## src/rtl/dcsp_pkg.sv

```systemverilog
// Package for the detection class stream parser.
// Holds widths, payload and control structs, register codes and marker strings.
// Used by every module of the block; depends on nothing.
package dcsp_pkg;

  localparam int NUMBER_WIDTH = 16;
  localparam int TIMER_WIDTH  = 16;

  localparam int CFG_WIDTH       = 16;
  localparam int CFG_INDEX_WIDTH = 2;
  localparam int CLASS_POS_WIDTH = 4;

  localparam int TYPE_LEN   = 10;
  localparam int INVOKE_LEN = 16;
  localparam int BOXES_LEN  = 8;

  localparam int TYPE_POS_W   = $clog2(TYPE_LEN);
  localparam int INVOKE_POS_W = $clog2(INVOKE_LEN);
  localparam int BOXES_POS_W  = $clog2(BOXES_LEN);

  localparam logic [7:0] TYPE_MARKER [TYPE_LEN] = '{
    8'h7B, 8'h22, 8'h74, 8'h79, 8'h70, 8'h65, 8'h22, 8'h3A, 8'h20, 8'h31
  };
  localparam logic [7:0] INVOKE_MARKER [INVOKE_LEN] = '{
    8'h22, 8'h6E, 8'h61, 8'h6D, 8'h65, 8'h22, 8'h3A, 8'h20,
    8'h22, 8'h49, 8'h4E, 8'h56, 8'h4F, 8'h4B, 8'h45, 8'h22
  };
  localparam logic [7:0] BOXES_MARKER [BOXES_LEN] = '{
    8'h22, 8'h62, 8'h6F, 8'h78, 8'h65, 8'h73, 8'h22, 8'h3A
  };

  localparam logic [7:0] CHAR_OPEN  = 8'h5B;
  localparam logic [7:0] CHAR_CLOSE = 8'h5D;
  localparam logic [7:0] CHAR_ZERO  = 8'h30;
  localparam logic [7:0] CHAR_NINE  = 8'h39;

  localparam logic [7:0] DEPTH_MAX = 8'd255;
  localparam logic [7:0] BOX_DEPTH = 8'd2;
  localparam logic [CLASS_POS_WIDTH-1:0] INDEX_MAX = '1;

  localparam logic [CFG_WIDTH-1:0]       TIMEOUT_RESET   = 16'd1500;
  localparam logic [CFG_WIDTH-1:0]       ALARM_RESET     = 16'd3;
  localparam logic [CLASS_POS_WIDTH-1:0] CLASS_POS_RESET = 4'd5;

  typedef enum logic [CFG_INDEX_WIDTH-1:0] {
    CFG_TIMEOUT_MS     = 2'd0,
    CFG_ALARM_CLASS    = 2'd1,
    CFG_CLASS_POSITION = 2'd2
  } dcsp_cfg_index_t;

  typedef enum logic {
    OP_BYTE = 1'b0,
    OP_TICK = 1'b1
  } dcsp_op_t;

  typedef struct packed {
    logic       op;
    logic [7:0] data_byte;
  } dcsp_in_t;

  typedef struct packed {
    logic green_led;
    logic red_led;
    logic timed_out;
  } dcsp_out_t;

  typedef struct packed {
    logic [CFG_WIDTH-1:0]       timeout_ms;
    logic [CFG_WIDTH-1:0]       alarm_class;
    logic [CLASS_POS_WIDTH-1:0] class_position;
  } dcsp_cfg_t;

  typedef struct packed {
    logic byte_step;
    logic tick_step;
  } dcsp_step_t;

endpackage

```

## src/rtl/dcsp_idle_timer.sv

```systemverilog
// Idle timer of the detection class stream parser.
// Counts millisecond ticks after the last received byte and flags the timeout clear.
// Depends on dcsp_pkg.
module dcsp_idle_timer
  import dcsp_pkg::*;
(
  input  logic       clk,
  input  logic       rst,
  input  dcsp_step_t step,
  input  dcsp_cfg_t  cfg,
  output logic       fire
);

  localparam int CMP_W = (TIMER_WIDTH > CFG_WIDTH) ? TIMER_WIDTH : CFG_WIDTH;

  logic                   timer_armed;
  logic [TIMER_WIDTH-1:0] idle_count;
  logic                   expired;

  assign expired = CMP_W'(idle_count) >= CMP_W'(cfg.timeout_ms);
  assign fire    = step.tick_step && timer_armed && expired;

  always_ff @(posedge clk) begin
    if (rst) begin
      timer_armed <= 1'b0;
      idle_count  <= '0;
    end else if (step.byte_step) begin
      timer_armed <= 1'b1;
      idle_count  <= '0;
    end else if (step.tick_step && timer_armed) begin
      if (expired) begin
        timer_armed <= 1'b0;
        idle_count  <= '0;
      end else if (idle_count != '1) begin
        idle_count <= idle_count + 1'b1;
      end
    end
  end

endmodule

```

## src/rtl/dcsp_parser.sv

```systemverilog
// Byte parser of the detection class stream parser.
// Holds the marker matchers, bracket and number tracking and the detection flags.
// Depends on dcsp_pkg.
module dcsp_parser
  import dcsp_pkg::*;
(
  input  logic       clk,
  input  logic       rst,
  input  dcsp_step_t step,
  input  logic [7:0] data_byte,
  input  logic       clear,
  input  dcsp_cfg_t  cfg,
  output logic       has_other_next,
  output logic       has_alarm_next
);

  localparam int CMP_W = (NUMBER_WIDTH > CFG_WIDTH) ? NUMBER_WIDTH : CFG_WIDTH;
  localparam int EXT_W = NUMBER_WIDTH + 4;

  logic [TYPE_POS_W-1:0]      type_match_pos, type_match_pos_next;
  logic [INVOKE_POS_W-1:0]    invoke_match_pos, invoke_match_pos_next;
  logic [BOXES_POS_W-1:0]     boxes_match_pos, boxes_match_pos_next;
  logic                       invoke_seen, invoke_seen_next;
  logic                       in_boxes, in_boxes_next;
  logic [7:0]                 bracket_depth, bracket_depth_next;
  logic                       in_box, in_box_next;
  logic                       index_valid, index_valid_next;
  logic [CLASS_POS_WIDTH-1:0] value_index, value_index_next;
  logic [NUMBER_WIDTH-1:0]    number_value, number_value_next;
  logic                       in_number, in_number_next;
  logic                       has_other, has_alarm;

  logic                       type_hit, invoke_hit, boxes_hit;
  logic                       can_move, class_hit, is_alarm;
  logic [CLASS_POS_WIDTH-1:0] index_moved;
  logic                       is_digit;
  logic [EXT_W-1:0]           num_ext, num_sum;

  always_comb begin
    type_hit = 1'b0;
    if (data_byte == TYPE_MARKER[type_match_pos]) begin
      type_hit            = type_match_pos == TYPE_POS_W'(TYPE_LEN - 1);
      type_match_pos_next = type_hit ? '0 : type_match_pos + 1'b1;
    end else begin
      type_match_pos_next = (data_byte == TYPE_MARKER[0]) ? TYPE_POS_W'(1) : '0;
    end

    invoke_hit = 1'b0;
    if (data_byte == INVOKE_MARKER[invoke_match_pos]) begin
      invoke_hit            = invoke_match_pos == INVOKE_POS_W'(INVOKE_LEN - 1);
      invoke_match_pos_next = invoke_hit ? '0 : invoke_match_pos + 1'b1;
    end else begin
      invoke_match_pos_next = (data_byte == INVOKE_MARKER[0]) ? INVOKE_POS_W'(1) : '0;
    end

    boxes_hit = 1'b0;
    if (data_byte == BOXES_MARKER[boxes_match_pos]) begin
      boxes_hit            = boxes_match_pos == BOXES_POS_W'(BOXES_LEN - 1);
      boxes_match_pos_next = boxes_hit ? '0 : boxes_match_pos + 1'b1;
    end else begin
      boxes_match_pos_next = (data_byte == BOXES_MARKER[0]) ? BOXES_POS_W'(1) : '0;
    end
  end

  assign can_move    = !index_valid || (value_index != INDEX_MAX);
  assign index_moved = index_valid ? value_index + 1'b1 : '0;
  assign is_alarm    = CMP_W'(number_value) == CMP_W'(cfg.alarm_class);
  assign class_hit   = in_box && can_move && (index_moved == cfg.class_position);
  assign is_digit    = (data_byte >= CHAR_ZERO) && (data_byte <= CHAR_NINE);
  assign num_ext     = EXT_W'(number_value);
  assign num_sum     = (num_ext << 3) + (num_ext << 1) + EXT_W'(data_byte[3:0]);

  logic [TYPE_POS_W-1:0]   type_pos_step;
  logic [INVOKE_POS_W-1:0] invoke_pos_step;
  logic [BOXES_POS_W-1:0]  boxes_pos_step;

  always_comb begin
    type_pos_step    = type_match_pos;
    invoke_pos_step  = invoke_match_pos;
    boxes_pos_step   = boxes_match_pos;
    invoke_seen_next = invoke_seen;
    in_boxes_next    = in_boxes;
    bracket_depth_next = bracket_depth;
    in_box_next      = in_box;
    index_valid_next = index_valid;
    value_index_next = value_index;
    number_value_next = number_value;
    in_number_next   = in_number;
    has_other_next   = has_other;
    has_alarm_next   = has_alarm;

    if (clear) begin
      has_other_next     = 1'b0;
      has_alarm_next     = 1'b0;
      invoke_seen_next   = 1'b0;
      in_boxes_next      = 1'b0;
      bracket_depth_next = '0;
      in_box_next        = 1'b0;
      index_valid_next   = 1'b0;
      number_value_next  = '0;
      in_number_next     = 1'b0;
    end else if (step.byte_step) begin
      type_pos_step = type_match_pos_next;
      if (type_hit) begin
        has_other_next     = 1'b0;
        has_alarm_next     = 1'b0;
        invoke_seen_next   = 1'b1;
        in_boxes_next      = 1'b0;
        bracket_depth_next = '0;
        in_box_next        = 1'b0;
        index_valid_next   = 1'b0;
        number_value_next  = '0;
        in_number_next     = 1'b0;
      end
      if (!invoke_seen_next) begin
        invoke_pos_step = invoke_match_pos_next;
        if (invoke_hit) begin
          invoke_seen_next = 1'b1;
        end
      end else if (!in_boxes_next) begin
        boxes_pos_step = boxes_match_pos_next;
        if (boxes_hit) begin
          in_boxes_next      = 1'b1;
          bracket_depth_next = '0;
          in_box_next        = 1'b0;
          index_valid_next   = 1'b0;
          in_number_next     = 1'b0;
          number_value_next  = '0;
        end
      end else if (data_byte == CHAR_OPEN) begin
        if (bracket_depth != DEPTH_MAX) begin
          bracket_depth_next = bracket_depth + 1'b1;
        end
        if (bracket_depth_next == BOX_DEPTH) begin
          in_box_next       = 1'b1;
          index_valid_next  = 1'b0;
          in_number_next    = 1'b0;
          number_value_next = '0;
        end
      end else if (data_byte == CHAR_CLOSE) begin
        if (in_number) begin
          if (can_move) begin
            index_valid_next = 1'b1;
            value_index_next = index_moved;
          end
          if (class_hit) begin
            has_alarm_next = has_alarm || is_alarm;
            has_other_next = has_other || !is_alarm;
          end
          in_number_next    = 1'b0;
          number_value_next = '0;
        end
        if (bracket_depth != '0) begin
          bracket_depth_next = bracket_depth - 1'b1;
        end
        if (bracket_depth_next < BOX_DEPTH) begin
          in_box_next      = 1'b0;
          index_valid_next = 1'b0;
        end
      end else if (in_box) begin
        if (is_digit) begin
          if (!in_number) begin
            number_value_next = NUMBER_WIDTH'(data_byte[3:0]);
          end else if (num_sum > EXT_W'({NUMBER_WIDTH{1'b1}})) begin
            number_value_next = '1;
          end else begin
            number_value_next = num_sum[NUMBER_WIDTH-1:0];
          end
          in_number_next = 1'b1;
        end else if (in_number) begin
          if (can_move) begin
            index_valid_next = 1'b1;
            value_index_next = index_moved;
          end
          if (class_hit) begin
            has_alarm_next = has_alarm || is_alarm;
            has_other_next = has_other || !is_alarm;
          end
          in_number_next    = 1'b0;
          number_value_next = '0;
        end
      end
    end
  end

  always_ff @(posedge clk) begin
    if (rst) begin
      type_match_pos   <= '0;
      invoke_match_pos <= '0;
      boxes_match_pos  <= '0;
      invoke_seen      <= 1'b0;
      in_boxes         <= 1'b0;
      bracket_depth    <= '0;
      in_box           <= 1'b0;
      index_valid      <= 1'b0;
      value_index      <= '0;
      number_value     <= '0;
      in_number        <= 1'b0;
      has_other        <= 1'b0;
      has_alarm        <= 1'b0;
    end else if (step.byte_step || clear) begin
      type_match_pos   <= type_pos_step;
      invoke_match_pos <= invoke_pos_step;
      boxes_match_pos  <= boxes_pos_step;
      invoke_seen      <= invoke_seen_next;
      in_boxes         <= in_boxes_next;
      bracket_depth    <= bracket_depth_next;
      in_box           <= in_box_next;
      index_valid      <= index_valid_next;
      value_index      <= value_index_next;
      number_value     <= number_value_next;
      in_number        <= in_number_next;
      has_other        <= has_other_next;
      has_alarm        <= has_alarm_next;
    end
  end

endmodule

```

## src/rtl/detection_class_stream_parser.sv

```systemverilog
// Top level of the detection class stream parser.
// Holds the configuration registers, the input register and the result register.
// Depends on dcsp_pkg, dcsp_parser and dcsp_idle_timer.
//
// Each input transaction carries either a received byte (op 0) or a one millisecond
// tick (op 1). Every input transaction yields exactly one output transaction that
// carries both LED states after the item and a flag telling whether a tick fired
// the idle timeout clear.
// An accepted item waits in the input register until it advances, which happens
// unless a valid result is stalled; its result is then captured in the result
// register. One item can be accepted per cycle while in_stall is low.
// The input register and the result register each hold one transaction, so a new
// item is still taken while a finished result waits. When the receiver stalls with
// both registers full, in_stall rises and the held result does not change.
// Reset clears all parse state, the LED flags and the idle timer, and loads the default
// configuration: a timeout of 1500 ticks, alarm class 3 and class position 5.
// Configuration writes through cfg_write, cfg_index and cfg_data take effect at the
// next edge; an index beyond the register list is ignored.
module detection_class_stream_parser
  import dcsp_pkg::*;
(
  input  logic                       clk,
  input  logic                       rst,
  input  logic                       cfg_write,
  input  logic [CFG_INDEX_WIDTH-1:0] cfg_index,
  input  logic [CFG_WIDTH-1:0]       cfg_data,
  input  logic                       in_valid,
  output logic                       in_stall,
  input  dcsp_in_t                   in_data,
  output logic                       out_valid,
  input  logic                       out_stall,
  output dcsp_out_t                  out_data
);

  dcsp_cfg_t  cfg;
  logic       in_full;
  dcsp_in_t   in_reg;
  logic       advance;
  dcsp_step_t step;
  logic       fire;
  logic       has_other_next;
  logic       has_alarm_next;

  always_ff @(posedge clk) begin
    if (rst) begin
      cfg.timeout_ms     <= TIMEOUT_RESET;
      cfg.alarm_class    <= ALARM_RESET;
      cfg.class_position <= CLASS_POS_RESET;
    end else if (cfg_write) begin
      unique case (cfg_index)
        CFG_TIMEOUT_MS:     cfg.timeout_ms     <= cfg_data;
        CFG_ALARM_CLASS:    cfg.alarm_class    <= cfg_data;
        CFG_CLASS_POSITION: cfg.class_position <= cfg_data[CLASS_POS_WIDTH-1:0];
        default: ;
      endcase
    end
  end

  assign advance  = in_full && !(out_valid && out_stall);
  assign in_stall = in_full && !advance;

  always_ff @(posedge clk) begin
    if (rst) begin
      in_full <= 1'b0;
    end else if (in_valid && !in_stall) begin
      in_full <= 1'b1;
    end else if (advance) begin
      in_full <= 1'b0;
    end
  end

  always_ff @(posedge clk) begin
    if (in_valid && !in_stall) begin
      in_reg <= in_data;
    end
  end

  assign step.byte_step = advance && (in_reg.op == OP_BYTE);
  assign step.tick_step = advance && (in_reg.op == OP_TICK);

  dcsp_idle_timer u_timer (
    .clk  (clk),
    .rst  (rst),
    .step (step),
    .cfg  (cfg),
    .fire (fire)
  );

  dcsp_parser u_parser (
    .clk            (clk),
    .rst            (rst),
    .step           (step),
    .data_byte      (in_reg.data_byte),
    .clear          (fire),
    .cfg            (cfg),
    .has_other_next (has_other_next),
    .has_alarm_next (has_alarm_next)
  );

  always_ff @(posedge clk) begin
    if (rst) begin
      out_valid <= 1'b0;
    end else if (advance) begin
      out_valid <= 1'b1;
    end else if (!out_stall) begin
      out_valid <= 1'b0;
    end
  end

  always_ff @(posedge clk) begin
    if (advance) begin
      out_data.green_led <= has_other_next;
      out_data.red_led   <= has_alarm_next;
      out_data.timed_out <= fire;
    end
  end

endmodule
```

## config.mk

```make
export PLATFORM = sky130hd
export DESIGN_NAME = detection_class_stream_parser
export DESIGN_NICKNAME = d
export VERILOG_FILES = /design/src/rtl/dcsp_pkg.sv /design/src/rtl/dcsp_idle_timer.sv /design/src/rtl/dcsp_parser.sv /design/src/rtl/detection_class_stream_parser.sv
export SDC_FILE = /design/constraint.sdc
export NUM_CORES = 1
export LEC_CHECK = 0
export ABC_AREA = 1
export BUFFER_PORTS_ARGS = -buffer_cell sky130_fd_sc_hd__buf_4
export CORE_AREA = 8 8 140 142
export CTS_CLUSTER_DIAMETER = 60
export DETAILED_ROUTE_END_ITERATION = 12
export DIE_AREA = 0 0 148 150
export GPL_ROUTABILITY_DRIVEN = 0
export HOLD_SLACK_MARGIN = 0.02
export PLACE_DENSITY = 0.76
export SETUP_SLACK_MARGIN = 0.2
export SLEW_MARGIN = 5
export SYNTH_ARGS = -nofsm -noshare
export SYNTH_HDL_FRONTEND = slang
export SYNTH_HIERARCHICAL = 1
export SYNTH_SLANG_ARGS = --single-unit
```

## constraint.sdc

```tcl
create_clock -name clk -period 5.1 [get_ports clk]
set_input_delay 1.275 -clock clk [delete_from_list [all_inputs] [get_ports clk]]
set_output_delay 1.275 -clock clk [all_outputs]
set_load 0.02 [all_outputs]
```

* Word level (Yosys, flattened, before mapping)
Memory sizes are Yosys's and may differ from the RTL's.
Index checks and enable logic that the tools add are counted.
** Cells by class
- Bitwise operators :: 8
- Equal/unequal tests :: 20
- Magnitude comparators :: 8
- Reduce and logical (&&, ||, !) cells :: 39
- Mux-type cells :: 141
- $add $sub $neg :: 9
** Operators with widths (count)
- 2-to-1 mux 16 bit :: 16
- 2-to-1 mux 8 bit :: 27
- 2-to-1 mux 1 bit :: 86
- 2-to-1 mux 4 bit :: 10
- == test 8 x 7 -> 1 bit, second input constant :: 3
- == test 8 bit :: 3
- adder 19 x 17 -> 20 bit :: 1
- adder 20 x 4 -> 20 bit :: 1
- greater-than comparator 20 x 16 -> 1 bit, second input constant :: 1
- adder 16 x 1 -> 16 bit, second input constant :: 1
- == test 16 bit :: 1
- >= comparator 16 bit :: 1
- inequality test 16 bit, second input constant :: 1
- adder 4 x 1 -> 4 bit, second input constant :: 3
- AND reduction 2 bit :: 6
- nonzero test 2 bit :: 6
- logical AND 1 bit :: 11
- >= comparator 5 bit, second input constant :: 2
- inverter 4 -> 5 bit :: 2
- adder 8 x 1 -> 8 bit, second input constant :: 1
- == test 4 bit, second input constant :: 2
- == test 8 x 2 -> 1 bit, second input constant :: 1
- == test 8 x 6 -> 1 bit, second input constant :: 1
- >= comparator 8 x 6 -> 1 bit, second input constant :: 1
- 25 further kinds :: 37
** Word-level totals
- Logic and storage cells :: 253
- Register bits after elaboration :: 113
- Memory bits (read-only) :: 320
- Memories :: 3
- Output and inout port bits :: 5
- Bits of input ports :: 32
** Memories
- (no name shown) :: depth 16, width 8, rd ports 1, clocked after memory_dff 0, write ports 0, RTL line dcsp_parser.sv:41 : if (data_byte == TYPE_MARKER[type_match_pos]) begin
- (no name shown) :: depth 16, width 8, rd ports 1, clocked after memory_dff 0, write ports 0, RTL line dcsp_parser.sv:49 : if (data_byte == INVOKE_MARKER[invoke_match_pos]) begin
- (no name shown) :: depth 8, width 8, rd ports 1, clocked after memory_dff 0, write ports 0, RTL line dcsp_parser.sv:57 : if (data_byte == BOXES_MARKER[boxes_match_pos]) begin

* Logic depth before layout (Yosys ltp)
Gate-level depths: netlist of the first run.
- Depth in word-level cells :: 22
- Gate-level depth with buffers :: 23
- Depth with buffers taken out :: 22

* Modules after synthesis
The synthesis of the first run kept the hierarchy.
** By module, submodules not included
- dcsp_parser :: cells each 968, times used 1, seq. area each 920.9 um2, area an instance 5898.2 um2
- detection_class_stream_parser :: cells each 240, times used 1, seq. area each 1121.1 um2, area an instance 1958.1 um2
- dcsp_idle_timer :: cells each 231, times used 1, seq. area each 340.3 um2, area an instance 1510.2 um2

* Worst setup path after synthesis of the first run
OpenSTA, ideal clock, no wires.
- Path kind :: reg-to-reg
- From :: reg in_reg[3] (netlist bit)
- To :: reg u_parser.number_value[12]
- Period minus slack after synthesis :: 3060 ps
- Required time :: 4977 ps
- Path buffers :: 1
- Path slack :: 2040 ps
- Library setup time :: 123 ps
- Cell stages (with the launch flop) :: 20
- Arrival time :: 2937 ps
- Path through :: edfxtp_1 -> fa_1 -> fa_1 -> nand3_1 -> nand3_1 -> nand2_1 -> nand2_1 -> nand3_1 -> nand2_1 -> nand2_1 -> nand2_1 -> nor2_1 -> nand2_1 -> nand2_1 -> buf_2 -> nand3_1 -> a21oi_1 -> nand2_1 -> nand2_1 -> a21oi_2
** On the way
- Cells in the longest elaborated chain, start to end :: 16
- Elaborated cells on any way between the ends :: 39
- Classes of those cells :: add/sub (1); order compare (3); eq/ne (5); mux (29); reduce/logical (1)
** Ends and longest elaborated chain
- start: declaration :: RTL line detection_class_stream_parser.sv:37 : dcsp_in_t in_reg;
- start signal: assignment :: RTL line detection_class_stream_parser.sv:74 : in_reg <= in_data;
- parallel branches: the longest is 13 deep, another holds adder 20 x 4 -> 20 bit
- 2-to-1 mux 16 bit (*) :: RTL line dcsp_parser.sv:115 : if (!invoke_seen_next) begin
- 2-to-1 mux 16 bit (*) :: RTL line dcsp_parser.sv:102 : end else if (step.byte_step) begin
- 2-to-1 mux 16 bit (*) :: RTL line dcsp_parser.sv:92 : if (clear) begin
- end signal: assignment :: RTL line dcsp_parser.sv:211 : number_value <= number_value_next;
- end: declaration :: RTL line dcsp_parser.sv:29 : logic [NUMBER_WIDTH-1:0] number_value, number_value_next;
Every way passes the cells marked *. The select of a mux whose other input is x is not followed.
A chain may end at the register's enable or synchronous reset.

* Final worst setup path of the first run
- From :: reg in_reg[3] (netlist bit)
- To :: reg u_parser.number_value[9]
The elaborated chain is that of the path after synthesis.

==> metrics.txt, run 1 <==
outcome finished, final reports clean; register area 0.00238 mm2; Pwr Density around 230 mW/mm2; fmax 0.266 GHz; slew at the pin with the worst max-slew slack 0.987 ns; GR met2 Demand/Resource 0.356; critical path's largest stage delay between 0.5 and 0.6 ns; dpl cells 1664; Reg with most FFs cfg; postcts setup bufs 0; grt peak-use layer met2; io pins 37; DRC 0; biggest regs cfg: 36 flops, u_parser/number_value: 16 flops, u_timer/idle_count: 16 flops; largest net degree at the start of global routing 43; Wirelength per Cell 14.3 um; fraction of layout cells with a size suffix above 1 0.109; Overall Global Routing Usage 0.218; Yosys warning total 6; peak supply drop roughly 250 uV; cell row count between 40 and 50; CP most frequent cell nand2_1; post-CTS resize count 0; final hold violation count 0; Yosys cell types 59; Critical Path AT 4.04 ns; clock slew at reported path FFs roughly 0.050 ns; Die Wd 148 um; max reg flops 36; TNS Setup 0 ns; CTS tree built; initial DRC count 725; clk buf depth 2; antenna-violating nets left 0; first-pass GRT wire length 40100 um; via count 9310; met3 Use GR 0.0357; cells along the critical path fa_1 -> fa_1 -> nand3_1 -> nand3_1 -> nand2_1 -> nand2_1 -> nand3_1 -> nand2_1 -> nand2_1 -> nand2_1 -> nor2_1 -> nand2_1 -> nand2_1 -> nand3_1 -> a21oi_1 -> nand2_1 -> nand2_1 -> a21oi_2; DPL Wire Length 17600 um; Synth area leader dfxtp_1; insertion delay to the later sink of the worst-skew pair between 0.4 and 0.5 ns; #FFs+latches synth 113; post-layout net count 1558; Rel. slew slack 0.338; diode count 0; RSZ-0062 raised after global routing no; htree depth 4; drt pass-1 iters 6; post-route insts no fill ~1700; final setup fails 0; Port Buf Inserts 36; Clock Tree Root clkbuf_16; Max FO, Critical Path 13; # fillers 1703; Post-Syn Nets 1543; number of max-cap violations 0; vias in the first global route 8529; CORE AREA 0.0175 mm2; Setup Crit Path Kind reg2reg; Via density 5.50; Synth area leaders dfxtp_1, nand2_1, ha_1; register area share after synthesis 0.254; fraction of post-synthesis cell area in the top cell type by area 0.216; Max Slew Vio Count 0; Syn-to-layout area delta 9.36%; synthesized cell area 0.00937 mm2; Leak between 4 and 5 nW; total gr overflow 0; DIE HEIGHT 150 um; Post-Synthesis Mean Instance Area about 6.5 um2; crit path time final 3.76 ns; type of the most critical hold path reg2reg; CP Capture Type flop; cts hold-fix bufs 0; Worst path slowest cell fa_1; Multi-input gate area between 0.005 and 0.006 mm2; grt met1 use 0.282; startpoint types flop; fin crit share 0.737; Starting Density 0.534; initial antenna violation count 1; Synth Instances 1439; clk_skew 0.0129 ns; Total Die Area 0.0222 mm2; CTS sink cnt between 100 and 150; TritonCTS Buffers 17; CP Data Required Time ~5.4 ns; fin util 0.584; WL final 24300 um
==> path summary, 6_finish.rpt <==
path / startpoint / to / slack, ns / depth (start not counted)
hold reg to reg: cfg[22] / cfg[22] / 0.46 / 2
setup reg to reg: in_reg[3] / u_parser/number_value[9] / 1.34 / 18
setup / recovery: in_reg[3] / u_parser/number_value[9] / 1.34 / 18
hold / removal: cfg[22] / cfg[22] / 0.46 / 2
==> cells in the mapped netlist (all sizes together) <==
library cell	count
a211oi	5
o211ai	3
dlygate4sd1	1
or2	7
xnor2	19
or3	1
o21a	2
o22ai	9
nand4	20
nor4	6
and3	1
nand2	416
xor2	24
o21bai	3
a22o	1
inv	189
o2111ai	1
nor2	150
nor3	18
a22oi	2
fa	2
clkinv	5
a21oi	120
dfxtp	101
clkbuf	14
ha	70
nor3b	1
or4	1
o21ai	66
a21o	1
buf	28
a21boi	4
edfxtp	12
a31oi	8
nand3b	8
o31ai	1
a2111oi	2
a41oi	1
nand3	116
==> routing by layer <==
| layer | share of wire | routed length (um) | vias to the layer above |
|---|---|---|---|
| li1 | - | - | 4696 |
| met1 | 0.46 | 11100 | 4261 |
| met2 | 0.47 | 11300 | 303 |
| met3 | 0.053 | 1290 | 48 |
| met4 | 0.022 | 539 | 2 |
| met5 | 0.00054 | 13 | - |
==> area by class of cell <==
cell class,instances,area share
Clock buffer,21,0.0470
Clock inverter,9,0.0104
Inverter,194,0.0712
Multi-Input combinational cell,1089,0.582
Sequential cell,113,0.233
Tap cell,229,0.0280
Timing Repair Buffer,39,0.0286
==> cell families (layout without fill, tap and decap cells) <==
kind of cell    after synthesis  after routing  synth area share
fa+ha+maj                    72             72            0.0978
buf+inv                     237            263             0.109
compound gates              229            229             0.139
simple gates                745            745             0.360
xor+xnor                     43             43            0.0402
flops                       113            113             0.254
==> per-stage QoR <==
| stage | area (um2) | total power, mW | setup WS (ns) | hold WS [ns] |
|---|---|---|---|---|
| 6_report | 10200 | 2.32 | 1.34 | 0.460 |
| 5_1_grt | 10200 | 2.39 | 1.01 | 0.489 |
| 4_1_cts | 10200 | 2.33 | 1.42 | 0.462 |
| 3_5_place_dp | 9660 | 1.14 | 1.01 | 0.450 |
| 3_3_place_gp | 9660 | 1.14 | 1.13 | 0.442 |
| 2_1_floorplan | 9370 | 1.08 | 2.04 | 0.429 |
==> worst max-delay path: cells and delay by family, from the launching register on <==
family | cells | cell delay [ns]
AOI/OAI and AO/OA | 2 | 0.22
adders and majority gates | 2 | 1.06
DFF | 1 | 0.53
and+or+nand+nor | 14 | 1.83
==> power by group <==
part / total, mW / switching [mW] / internal [mW]
Clock: 1.19 / 0.425 / 0.767
Combinational: 0.181 / 0.116 / 0.0649
Sequential: 0.945 / 0.0217 / 0.923
==> cells in the final DEF (no fill, tap or decap), types with 18 or more instances in the layout <==
cell	count
clkbuf_16	18
xnor2_1	19
nand2_2	27
a21oi_1	108
inv_1	179
nand4_1	20
dfxtp_1	101
nand3_1	105
buf_4	39
o21ai_0	59
ha_1	70
nand2_1	382
xor2_1	24
nor2_1	139
No activity file was read; power rests on OpenSTA's default activity.
==> inputs of run 2 (changes only) <==
--- a/config.mk
+++ b/config.mk
@@ -13,7 +13,7 @@
 export DIE_AREA = 0 0 148 150
 export GPL_ROUTABILITY_DRIVEN = 0
 export HOLD_SLACK_MARGIN = 0.02
-export PLACE_DENSITY = 0.76
+export PLACE_DENSITY = 0.79
 export SETUP_SLACK_MARGIN = 0.2
 export SLEW_MARGIN = 5
 export SYNTH_ARGS = -nofsm -noshare
==> constraint.sdc (replaced) <==
create_clock -name clk -period 3.1 [get_ports clk]
set_input_delay 0.775 -clock clk [delete_from_list [all_inputs] [get_ports clk]]
set_output_delay 0.775 -clock clk [all_outputs]
set_load 0.02 [all_outputs]
==> run 2 against run 1 <==
  * Clock skew fell by 0.0053 ns
  * Cell area grew 5.2%
  * Final cell count grew 2.4%
  * Fmax increased by 29%
  * Count of clock-buffer cells in the layout is 2 higher
  * Critical path type unchanged
==> metrics.txt, run 2 (same netlist as run 1, synthesis figures left out) <==
outcome finished, final reports clean; register area 0.00239 mm2 (+0.42%); met3 Use GR 0.0339 (-0.00181); TritonCTS Buffers 17 (unchanged); grt peak-use layer met2; Syn-to-layout area delta 15.0%; peak supply drop 390 uV (+57%); Port Buf Inserts 36 (unchanged); DIE HEIGHT 150 um (unchanged); initial antenna violation count 0 (-1); CTS tree built; Area after DPL 0.00992 mm2 (+2.7%); first-pass GRT wire length 40700 um (+1.4%); cell row count 49 (unchanged); Overall Global Routing Usage 0.220 (+0.00249); post-route insts no fill 1734 (+2.4%); # fillers 1633 (-4.1%); Starting Density 0.534 (unchanged); hold slack final 0.462 ns (+0.00221 ns); clk_skew 0.00762 ns (-0.00531 ns); RSZ-0062 raised after global routing yes; htree depth 4 (unchanged); Max FO, Critical Path 7 (-6); startpoint types flop; Leak 5.20 nW (+5.2%); max reg flops 36 (unchanged); DRC 0 (unchanged); dpl cells 1695 (+1.9%); final setup fails 0 (unchanged); grt met1 use 0.273 (-0.00879); Pwr Density 371 mW/mm2 (+64%); Critical Path AT 3.22 ns (-0.82 ns); GR met2 Demand/Resource 0.371 (+0.0151); type of the most critical hold path reg2reg; biggest regs cfg: 36 flops, u_parser/number_value: 16 flops, u_timer/idle_count: 16 flops; number of max-cap violations 0 (unchanged); vias in the first global route 8771 (+2.8%); Final WS setup 0.174 ns (-1.17 ns); insertion delay to the later sink of the worst-skew pair 0.42 ns (about the same); CP Capture Type flop; clk buf depth 2 (unchanged); Max Slew Vio Count 0 (unchanged); Die Wd 148 um (unchanged); post-layout total power 3.99 mW (+72%); slew at the pin with the worst max-slew slack 0.555 ns (-0.432 ns); fin crit share 0.944 (+0.207); final hold violation count 0 (unchanged); via count 9469 (+1.7%); Wirelength per Cell 14.3 um (+0.13%); WL final 24900 um (+2.5%); CP Data Required Time 3.39 ns (-1.99 ns); Setup Crit Path Kind reg2reg; Reg with most FFs cfg; commonest cells after routing, fill and taps aside nand2_1, inv_1, nor2_1, a21oi_1, nand3_1; total gr overflow 0 (unchanged); TNS Setup 0 ns (unchanged); Placement Setup Slack 0.145 ns (-0.867 ns); fraction of layout cells with a size suffix above 1 0.161 (+0.0516); clock slew at reported path FFs 0.06 ns (about the same); Via density 5.46 (-0.64%); Clock Tree Root clkbuf_16; drt pass-1 iters 7 (+1); Rel. slew slack 0.629 (+0.292); CORE AREA 0.0175 mm2 (unchanged); initial DRC count 815 (+12%); diode count 0 (unchanged); crit path time final 2.93 ns (-0.835 ns); antenna-violating nets left 0 (unchanged); io pins 37 (unchanged); Total Die Area 0.0222 mm2 (unchanged); DPL Wire Length 17900 um (+1.6%); commonest non-fill, non-tap cell in the layout nand2_1; post-layout net count 1596 (+2.4%); Multi-input gate area 0.00609 mm2 (+2.1%); fmax 0.342 GHz (+29%); fin util 0.614 (+0.0302); design area 0.0108 mm2 (+5.2%); largest net degree at the start of global routing 32 (-26%); CTS sink cnt 113 (unchanged)
-- run 2: timing repair --
item | in CTS | in global routing
gates cloned | 0 | 1
pin swaps | 3 | 13
resized for setup | 8 | 32
setup endpoints to repair | 18 | 38
hold buffers | 0 | 0
endpoints found under the hold margin | 0 | 0
setup buffers | 2 | 4
-- run 2: worst paths after layout --
path / startpoint / endpoint / slack, ns / cells after the start
hold / removal: cfg[27] / cfg[27] / 0.46 / 2
setup / recovery: in_reg[3] / u_parser/number_value[6] / 0.17 / 19
hold reg to reg: cfg[27] / cfg[27] / 0.46 / 2
setup reg to reg: in_reg[3] / u_parser/number_value[6] / 0.17 / 19
-- run 2: worst max-delay path, cell delays in order (launching register included) --
cell and delay [ns]:
edfxtp_1 0.41, fa_1 0.51, fa_2 0.43, nand3_2 0.09
nand3_2 0.10, nand2_2 0.09, nand2_2 0.07, nand3_2 0.07
nand2_1 0.05, nand2_1 0.06, nand2_1 0.06, nor2_2 0.10
nand2_1 0.07, nand2_2 0.12, buf_12 0.14, nand2_1 0.05
a21oi_1 0.14, nand2_1 0.09, nand2_1 0.08, a21oi_2 0.05
-- run 2: layout make-up --
type,instances,area share
Clock inverter,9,0.0105
Multi-Input combinational cell,1089,0.565
Inverter,194,0.0677
Timing Repair Buffer,77,0.0576
Sequential cell,113,0.222
Clock buffer,23,0.0503
Tap cell,229,0.0266
-- run 2: power breakdown --
part	internal [mW]	leakage [nW]	switching [mW]
combinational	0.116	3.94	0.196
sequential	1.52	0.939	0.0299
clock	1.40	0.322	0.737
total	3.03	5.20	0.963
-- run 2: per-layer routing --
layer  part of all wire  vias up
met4              0.029        0
met1               0.43     4306
met5                  0        -
met3              0.060       57
li1                   -     4758
met2               0.48      348
==> inputs of run 3 (changes only) <==
--- a/config.mk
+++ b/config.mk
@@ -13,8 +13,8 @@
 export DIE_AREA = 0 0 148 150
 export GPL_ROUTABILITY_DRIVEN = 0
 export HOLD_SLACK_MARGIN = 0.02
-export PLACE_DENSITY = 0.79
-export SETUP_SLACK_MARGIN = 0.2
+export PLACE_DENSITY = 0.76
+export SETUP_SLACK_MARGIN = 0.05
 export SLEW_MARGIN = 5
 export SYNTH_ARGS = -nofsm -noshare
 export SYNTH_HDL_FRONTEND = slang
==> constraint.sdc (replaced) <==
create_clock -name clk -period 3.8 [get_ports clk]
set_input_delay 0.95 -clock clk [delete_from_list [all_inputs] [get_ports clk]]
set_output_delay 0.95 -clock clk [all_outputs]
set_load 0.02 [all_outputs]
==> run 3 against run 2 <==
  * Final cell count fell by 1.8%
  * Total power fell by 20%
  * Largest power group unchanged
  * Sequential share of layout area increased by 0.86 points
  * Global-route usage fell by 0.12 points
  * Count of clock-buffer cells in the layout down 4
  * Setup slack improved by 0.22 ns
  * Flip-flop and latch count did not move
  * Sequential power shrank 18%
  * Non-clock buffer count fell by 31
  * Critical path type unchanged
  * Register-to-register slack better by 0.22 ns
  * Die area is the same
==> metrics.txt, run 3 (same netlist as run 1, synthesis figures left out) <==
register share of total power 0.398 (+0.010); clock share of power 0.525 (-0.009); post-route insts no fill 1703 (-1.8%); commonest cells after routing, fill and taps aside nand2_1, inv_1, nor2_1, a21oi_1, nand3_1; antenna-violating nets left 0 (unchanged); CTS sink cnt 113 (unchanged); clk_skew 0.0100 ns (+0.00239 ns); Via density 5.47 (+0.16%); cells along the critical path fa_1 -> fa_1 -> nand3_1 -> nand3_1 -> nand2_1 -> nand2_1 -> nand3_1 -> nand2_1 -> nand2_1 -> nand2_1 -> nor2_1 -> nand2_1 -> nand2_4 -> nand3_1 -> a21oi_1 -> nand2_1 -> nand2_1 -> a21oi_1; Starting Density 0.534 (unchanged); biggest regs cfg: 36 flops, u_parser/number_value: 16 flops, u_timer/idle_count: 16 flops; final hold violation count 0 (unchanged); number of max-cap violations 0 (unchanged); insertion delay to the later sink of the worst-skew pair 0.42 ns (about the same); Cell Int Power 2.36 mW (-22%); Max Slew Vio Count 0 (unchanged); via count 9315 (-1.6%); # fillers 1715 (+5.0%); commonest non-fill, non-tap cell in the layout nand2_1; final setup fails 0 (unchanged); io pins 37 (unchanged); fmax 0.293 GHz (-14%); Clock Tree Root clkbuf_16; initial antenna violation count 0 (unchanged); startpoint types flop; Gate power share 0.077 (about the same); Leak 4.99 nW (-4.0%); Port Buf Inserts 36 (unchanged); Total Die Area 0.0222 mm2 (unchanged); Overall Global Routing Usage 0.219 (-0.00116); first-pass GRT wire length 40500 um (-0.42%); TritonCTS Buffers 17 (unchanged); DRC 0 (unchanged); critical path's largest stage delay 0.58 ns (+0.07 ns); Rel. slew slack 0.443 (-0.187); largest net degree at the start of global routing 32 (unchanged); CP Data Required Time 4.08 ns (+0.69 ns); Critical Path AT 3.69 ns (+0.47 ns); RSZ-0062 raised after global routing no; Net Sw Frac 0.259 (+0.0179); max reg flops 36 (unchanged); CTS tree built; DPL Wire Length 17600 um (-1.6%); total gr overflow 0 (unchanged); worst setup path start in_reg[3]; clock slew at reported path FFs 0.06 ns (about the same); CP most frequent cell nand2_1; Reg with most FFs cfg; worst r2r src in_reg[3]; post-layout total power 3.18 mW (-20%); Setup Crit Path Kind reg2reg; diode count 0 (unchanged); CP Capture Type flop; Max FO, Critical Path 13 (+6); Die Wd 148 um (unchanged); Syn-to-layout area delta 10.3%; fraction of layout cells with a size suffix above 1 0.116 (-0.0448); fin crit share 0.897 (-0.0466); CORE AREA 0.0175 mm2 (unchanged); slew at the pin with the worst max-slew slack 0.835 ns (+0.279 ns); TNS Setup 0 ns (unchanged); post-layout net count 1565 (-1.9%); cell row count 49 (unchanged); outcome finished, final reports clean; Pwr Density 308 mW/mm2 (-17%); hold_sp cfg[30]; Worst path slowest cell fa_1; type of the most critical hold path reg2reg; crit path time final 3.41 ns (+0.484 ns); clk buf depth 2 (unchanged); vias in the first global route 8625 (-1.7%); peak supply drop 347 uV (-11%); Wirelength per Cell 14.4 um (+0.10%); dpl cells 1671 (-1.4%); initial DRC count 789 (-3.2%); WL final 24500 um (-1.7%); P_sw 0.825 mW (-14%); drt pass-1 iters 8 (+1); DIE HEIGHT 150 um (unchanged); htree depth 4 (unchanged)
[run 3: changes by cell type in the layout (fill, tap and decap cells not counted), sizes merged]
cell,delta
clkbuf,-5
inv,+2
buf,-30
clkinvlp,+2
[run 3: critical path, delay by kind of cell, from the launching register on]
kind	cells	cell delay [ns]
AO/OA/AOI/OAI	2	0.20
adder cells (fa/ha/maj)	2	1.06
flip-flops	1	0.53
AND/OR/NAND/NOR	14	1.47
[run 3: worst paths after layout]
kind / cells after the start / slack, ns / to
hold reg to reg: 2 / 0.46 / cfg[30]
setup / recovery: 18 / 0.39 / u_parser/number_value[0]
setup reg to reg: 18 / 0.39 / u_parser/number_value[0]
hold / removal: 2 / 0.46 / cfg[30]
[run 3: final cells by class]
cell class                 instances  area [um2]  share of cell area
tap                              229         287              0.0277
timing repair buffer              46         345              0.0334
sequential                       113        2380               0.231
inverter                         194         729              0.0706
clock inverter                    13         149              0.0144
clock buffer                      19         464              0.0449
multi-input combinational       1089        5970               0.578
[run 3: metal layers]
| layer | share of wire | track usage |
|---|---|---|
| met1 | 0.45 | 0.278 |
| met5 | 0 | 0 |
| met4 | 0.031 | 0.0964 |
| met2 | 0.46 | 0.361 |
| met3 | 0.061 | 0.0333 |
[run 3: through the flow]
| stage | worst slack (ns) | hold WS (ns) | util | cell area (um2) |
|---|---|---|---|---|
| after CTS | 0.205 | 0.460 | 0.589 | 10300 |
| after global routing | 0.0934 | 0.494 | 0.589 | 10300 |
| final | 0.390 | 0.457 | 0.589 | 10300 |
| after floorplan | 0.740 | 0.429 | - | 9370 |
| after global placement | 0.334 | 0.441 | 0.554 | 9710 |
| after detailed placement | 0.225 | 0.445 | 0.554 | 9710 |
[run 3: power by group through the flow]
stage               sequential (mW)  clock, mW  combinational [mW]
CTS                            1.27       1.68               0.243
finish                         1.27       1.67               0.245
global route                   1.27       1.74               0.274
detailed placement             1.29          0               0.241
global placement               1.29          0               0.238
floorplan                      1.29          0               0.169
[run 3: repair_timing]
action	in CTS	in global routing
endpoints found under the hold margin	0	0
setup buffers	0	0
hold buffers	0	0
resized for setup	0	2
endpoints found under the setup margin	0	13
